$ cat src/hw/rtl/rse_pkg.sv
`default_nettype none
package rse_pkg;

  localparam int DATA_WORDS = 64;
  localparam int DMEM_AW    = (DATA_WORDS > 1) ? $clog2(DATA_WORDS) : 1;
  localparam int XLEN       = 32;
  localparam int PC_W       = 28;
  localparam int RF_AW      = 5;
  localparam int RF_DEPTH   = 32;
  localparam int MIDX_W     = 6;
  localparam int PADDR_W    = 3;

  // register map
  localparam logic REG_DATA_BASE = 1'b0;

  // item kinds
  localparam logic KIND_EXEC    = 1'b0;
  localparam logic KIND_PRELOAD = 1'b1;

  // instruction categories
  localparam logic [1:0] CAT_CTRL = 2'b00;
  localparam logic [1:0] CAT_REG  = 2'b01;
  localparam logic [1:0] CAT_IMM  = 2'b10;

  // control category opcodes
  localparam logic [3:0] OP_J     = 4'b0000;
  localparam logic [3:0] OP_BEQ   = 4'b0010;
  localparam logic [3:0] OP_BGTZ  = 4'b0100;
  localparam logic [3:0] OP_BREAK = 4'b0101;
  localparam logic [3:0] OP_SW    = 4'b0110;
  localparam logic [3:0] OP_LW    = 4'b0111;

  // register category opcodes
  localparam logic [3:0] ALU_ADD = 4'd0;
  localparam logic [3:0] ALU_SUB = 4'd1;
  localparam logic [3:0] ALU_MUL = 4'd2;
  localparam logic [3:0] ALU_AND = 4'd3;
  localparam logic [3:0] ALU_OR  = 4'd4;
  localparam logic [3:0] ALU_XOR = 4'd5;
  localparam logic [3:0] ALU_NOR = 4'd6;

  // immediate category opcodes
  localparam logic [3:0] IMM_ADDI = 4'd0;
  localparam logic [3:0] IMM_ANDI = 4'd1;
  localparam logic [3:0] IMM_ORI  = 4'd2;
  localparam logic [3:0] IMM_XORI = 4'd3;

  typedef struct packed {
    logic [PC_W-1:0]    next_pc;
    logic               halted;
    logic               set_stop;
    logic               reg_we;
    logic [RF_AW-1:0]   reg_num;
    logic [XLEN-1:0]    reg_val;
    logic               is_load;
    logic               mem_we;
    logic [DMEM_AW-1:0] mem_idx;
    logic [XLEN-1:0]    mem_val;
    logic               fault;
  } exec_res_t;

  function automatic logic [XLEN-1:0] sext16(input logic [15:0] v);
    return {{(XLEN-16){v[15]}}, v};
  endfunction

  // first source register, placed by category
  function automatic logic [RF_AW-1:0] src_a(input logic [XLEN-1:0] w);
    return (w[31:30] == CAT_CTRL) ? w[25:21] : w[29:25];
  endfunction

  function automatic logic [RF_AW-1:0] src_b(input logic [XLEN-1:0] w);
    return (w[31:30] == CAT_CTRL) ? w[20:16] : w[24:20];
  endfunction

endpackage
`default_nettype wire

$ cat src/hw/rtl/rse_exec.sv
`default_nettype none
module rse_exec (
  input  wire logic                       kind,
  input  wire logic [rse_pkg::PC_W-1:0]   pc,
  input  wire logic [rse_pkg::XLEN-1:0]   instr,
  input  wire logic [rse_pkg::MIDX_W-1:0] pidx,
  input  wire logic [rse_pkg::XLEN-1:0]   a,
  input  wire logic [rse_pkg::XLEN-1:0]   b,
  input  wire logic                       stopped,
  input  wire logic [rse_pkg::PC_W-1:0]   data_base,
  output rse_pkg::exec_res_t              res
);
  import rse_pkg::*;

  logic [1:0]      cat;
  logic [3:0]      op_ctrl;
  logic [3:0]      op_alu;
  logic [XLEN-1:0] off;
  logic [PC_W-1:0] br_target;
  logic [XLEN-1:0] mem_addr;
  logic [XLEN-1:0] word_idx;
  logic            mem_fault;
  logic [XLEN-1:0] imm_z;

  assign cat       = instr[31:30];
  assign op_ctrl   = instr[29:26];
  assign op_alu    = instr[19:16];
  assign off       = sext16(instr[15:0]);
  assign imm_z     = {{(XLEN-16){1'b0}}, instr[15:0]};
  assign br_target = pc + PC_W'(4) + {off[PC_W-3:0], 2'b00};
  // base + offset - data_base in one three-input add
  assign mem_addr  = a + off - {{(XLEN-PC_W){1'b0}}, data_base};
  assign word_idx  = mem_addr >> 2;
  assign mem_fault = word_idx >= XLEN'(DATA_WORDS);

  always_comb begin
    res         = '0;
    res.next_pc = pc + PC_W'(4);
    res.halted  = stopped;
    if (kind == KIND_PRELOAD) begin
      res.next_pc = pc;
      if (XLEN'(pidx) < XLEN'(DATA_WORDS)) begin
        res.mem_we  = 1'b1;
        res.mem_idx = DMEM_AW'(pidx);
        res.mem_val = instr;
      end else begin
        res.fault = 1'b1;
      end
    end else if (stopped) begin
      res.next_pc = pc;
    end else begin
      case (cat)
        CAT_CTRL: begin
          case (op_ctrl)
            OP_J: begin
              res.next_pc = {instr[PC_W-3:0], 2'b00};
            end
            OP_BEQ: begin
              if (a == b) begin
                res.next_pc = br_target;
              end
            end
            OP_BGTZ: begin
              if (a != '0 && !a[XLEN-1]) begin
                res.next_pc = br_target;
              end
            end
            OP_BREAK: begin
              res.set_stop = 1'b1;
              res.halted   = 1'b1;
              res.next_pc  = pc;
            end
            OP_SW: begin
              res.mem_idx = DMEM_AW'(word_idx);
              if (mem_fault) begin
                res.fault = 1'b1;
              end else begin
                res.mem_we  = 1'b1;
                res.mem_val = b;
              end
            end
            OP_LW: begin
              res.mem_idx = DMEM_AW'(word_idx);
              res.reg_num = instr[20:16];
              if (mem_fault) begin
                res.fault = 1'b1;
              end else begin
                res.is_load = 1'b1;
                res.reg_we  = 1'b1;
              end
            end
            default: begin
            end
          endcase
        end
        CAT_REG: begin
          res.reg_num = instr[15:11];
          res.reg_we  = 1'b1;
          case (op_alu)
            ALU_ADD: res.reg_val = a + b;
            ALU_SUB: res.reg_val = a - b;
            ALU_MUL: res.reg_val = a * b;
            ALU_AND: res.reg_val = a & b;
            ALU_OR:  res.reg_val = a | b;
            ALU_XOR: res.reg_val = a ^ b;
            ALU_NOR: res.reg_val = ~(a | b);
            default: begin
              res.reg_we  = 1'b0;
              res.reg_num = '0;
            end
          endcase
        end
        CAT_IMM: begin
          res.reg_num = instr[24:20];
          res.reg_we  = 1'b1;
          case (op_alu)
            IMM_ADDI: res.reg_val = a + off;
            IMM_ANDI: res.reg_val = a & imm_z;
            IMM_ORI:  res.reg_val = a | imm_z;
            IMM_XORI: res.reg_val = a ^ imm_z;
            default: begin
              res.reg_we  = 1'b0;
              res.reg_num = '0;
            end
          endcase
        end
        default: begin
        end
      endcase
    end
  end

endmodule
`default_nettype wire

$ cat config.mk
export PLATFORM = sky130hd
export DESIGN_NAME = rse_exec
export DESIGN_NICKNAME = d
export VERILOG_FILES = /design/src/hw/rtl/rse_pkg.sv /design/src/hw/rtl/rse_exec.sv
export SDC_FILE = /design/constraint.sdc
export NUM_CORES = 2
export LEC_CHECK = 0
export BUFFER_PORTS_ARGS = -buffer_cell sky130_fd_sc_hd__buf_4
export CAP_MARGIN = 25
export CORE_MARGIN = 8
export CORE_UTILIZATION = 45
export DETAILED_ROUTE_END_ITERATION = 10
export MAX_ROUTING_LAYER = met4
export REMOVE_ABC_BUFFERS = 1
export SLEW_MARGIN = 20
export SYNTH_ARGS = -nofsm -noshare
export SYNTH_HDL_FRONTEND = slang
export SYNTH_SLANG_ARGS = --single-unit
$ cat constraint.sdc
create_clock -name vclk -period 22.3
set_input_delay 6.69 -clock vclk [all_inputs]
set_output_delay 6.69 -clock vclk [all_outputs]
set_load 0.01 [all_outputs]
# == Yosys cells after proc, flatten, opt, wreduce, memory -nomap -nowiden ==
# Index checks and enable logic that the tools add are counted.
# op_classes
add_sub_neg,6
multipliers,1
magnitude_cmp,1
eq_ne,14
muxes,26
n_bitwise,7
n_reduce_logical,9
# op_table
op,n
$pmux W32 S7,1
$pmux W32 S4,1
$mux W28,4
$pmux W28 S4,1
$mux W41,2
$mux W81,1
$add A32 B32 Y32,2
$mux W32,2
$pmux W32 S2,1
$mux W40,1
$and A32 B16 Y32,1
$and A32 B32 Y32,1
$eq A32 B32 Y1,1
$mul A32 B32 Y32,1
$not A32 Y32,1
$or A32 B16 Y32,1
$or A32 B32 Y32,1
$reduce_bool A32 Y1,1
$sub A32 B28 Y32,1
$sub A32 B32 Y32,1
$xor A32 B16 Y32,1
$xor A32 B32 Y32,1
$ge A30 B7 Y1 const B,1
$mux W30,1
other kinds (18),34
# totals
register_bits,0
in_bits,160
output_inout_bits,109

# == Longest topological paths before layout ==
# depth
ltp_word,8
depth_mapped,30
ltp_nobuf,28

# == Least setup slack after synthesis ==
# Ideal clock, no wire load.
# synth_path
path_kind,input to output
from,in b[2] in the netlist's numbering
to,out res[69] in the netlist's numbering
t_arrival_ns,13.694
t_required_ns,15.610
slack_ns,1.916
stages,28
path_cell_list,clkbuf_1 -> inv_1 -> buf_1 -> nor2_1 -> fa_1 -> inv_1 -> fa_1 -> fa_1 -> fa_1 -> inv_1 -> fa_1 -> inv_1 -> fa_1 -> inv_1 -> fa_1 -> fa_1 -> ha_1 -> a21o_1 -> a21oi_1 -> nor2b_1 -> a311o_1 -> a311o_1 -> a41oi_1 -> o21ai_0 -> nand2_1 -> nor3b_1 -> a211oi_1 -> o22ai_1
# synth_lines
element,line,source
from (decl),rse_exec.sv:8,"input wire logic [rse_pkg::XLEN-1:0] b,"
to (decl),rse_exec.sv:11,output rse_pkg::exec_res_t res

==> summary.txt <==
Outcome
  – Outcome: completed

Die
  – IO Pins: around 270
  – Core Rows: 91
  – Core ar.: 61500 um2
  – Die area: about 70000 um2
  – Die W: approximately 260 um
  – Die H: about 260 um
  – Initial core utilization: between 40% and 50%

Synth
  – Synthesized area per cell: slightly below 8 um2
  – Mapped cell area: ~28000 um2
  – Synth area leaders: fa_1, ha_1, inv_1, nor2_1, nand2_1
  – Register area share after synthesis: 0%
  – Synth area leader: fa_1
  – Synth top area share: 29.6%
  – Synth Instances: 3626
  – Count leader, synth: inv_1
  – Top post-synthesis cells by count: inv_1, nor2_1, fa_1
  – Yosys warns: 0
  – Yosys cell types: 96

Critical path
  – Worst endpoint data arrival time: 14800 ps
  – Buf/Inv on CP: 8
  – CP max FO: 14
  – Worst path most repeated cell: fa_1
  – Cell at the slowest stage of the critical path: fa_1
  – Critical path capture point type: primary output
  – Largest stage delay on the critical path: about 550 ps
  – CP top delay family: adder cells
  – Critical path required time: about 16000 ps
  – CP Launch Type: input port
  – Critical path class: input port to primary output

Drt
  – Routed Antenna Nets: 0
  – Vias per inst: slightly above 6
  – Drt first pass iters: 6
  – Final wirelength: between 100000 and 150000 um
  – DR DRC count: 0
  – Vias: roughly 28k
  – Wirelength per Cell: ~27 um
  – Initial DRC Count: about 3.5k

Finish
  – Fill count: ~6.3k
  – Layout area overhead: 10.1%
  – Final nets: approximately 4.7k
  – Layout clock buffer count: 0
  – Storage cell area: 0 um2
  – Layout cells sized above 1: between 10 and 15%
  – Seq_cells: 0
  – Design Area, Final: just over 30000 um2

STA
  – FMAX: roughly 47 MHz
  – Fin Setup TNS: 0 ps
  – Fin. Hold Viols: 0
  – Tmin final: roughly 21000 ps
  – Hold_ws: approximately 14000 ps
  – Relative slew slack: 25.6%
  – Endpoints failing setup: 0
  – RSZ-0062 raised after global routing: no
  – Worst-margin pin slew: 1120 ps
  – Fin crit share: between 90% and 100%
  – Slew Limit Fails: 0

Clock tree
  – Post_cts resized: 0
  – Postcts setup bufs: 0
  – Hold_buf cts: 0

Flow run
  – Max Cap Viol: 0

Placement
  – DP Area: 30600 um2
  – Detailed Place HPWL: slightly below 100000 um
  – GP Congestion: about 1
  – PortBufs: 269

Global route
  – Initial antenna violation count: 5
  – Overflow left after global routing: 0
  – Vias in the first global route: 27.7k
  – Total Routing Usage GR: 35.4%
  – First-pass GRT wire length: around 180000 um
  – Largest net degree at the start of global routing: between 50 and 60

Min path
  – Hold Path Class: input port to primary output
## routing by layer
layer / GRT usage (%) / share of wire (%) / vias up
li1: - / - / 12400
met1: 48.0 / 41 / 13700
met2: 52.5 / 43 / 1765
met3: 5.75 / 11 / 342
met4: 14.0 / 5.1 / 0
met5: - / 0 / -
## final timing paths
kind                start  slack [ps]  cells after the start      end
hold / removal    pidx[5]       13680                      3  res[38]
setup / recovery     b[5]         810                     29  res[69]
## area by class of cell
cell class / count / area, um2 / share of cell area, %
multi-input cells: 2853 / 25000 / 81.4
repair buffers: 334 / 2510 / 8.19
inverters: 583 / 2190 / 7.14
well taps: 790 / 988 / 3.22
diodes: 5 / 12.5 / 0.0408
## cell families (layout without fill, tap and decap cells)
kind of cell	after synthesis	after routing	share of synthesized area (%)
AOI/OAI and AO/OA	830	830	21.9
xor gates and xnor gates	171	171	5.38
adders and majority gates	734	734	44.1
buffers and inverters	773	917	10.5
muxes	29	29	1.10
other	0	5	0
and+or+nand+nor	1089	1089	17.1
## per-stage QoR
step                      std cells  worst slack (ps)  utilization, %
final                          4565               806            49.9
after detailed placement       4558               897            49.8
after floorplan                3436              2080               -
after global routing           4565               485            49.9
after CTS                      4558               898            49.8
after global placement         4558               951            49.8
## placed cells by master (no fill, tap or decap), drive strengths merged, types with 23 or more instances in the layout
cell type	count
nor2	444
a221oi	35
a21oi	199
mux2i	24
o31ai	43
and3	28
fa	412
o21bai	25
nor3	29
o221ai	28
a22oi	26
o21ai	166
a222oi	32
nand3	46
o21a	25
a21o	52
ha	322
inv	567
xor2	43
a211oi	23
buf	334
nand2	387
o22ai	28
nand2b	29
nor4	25
xnor2	128
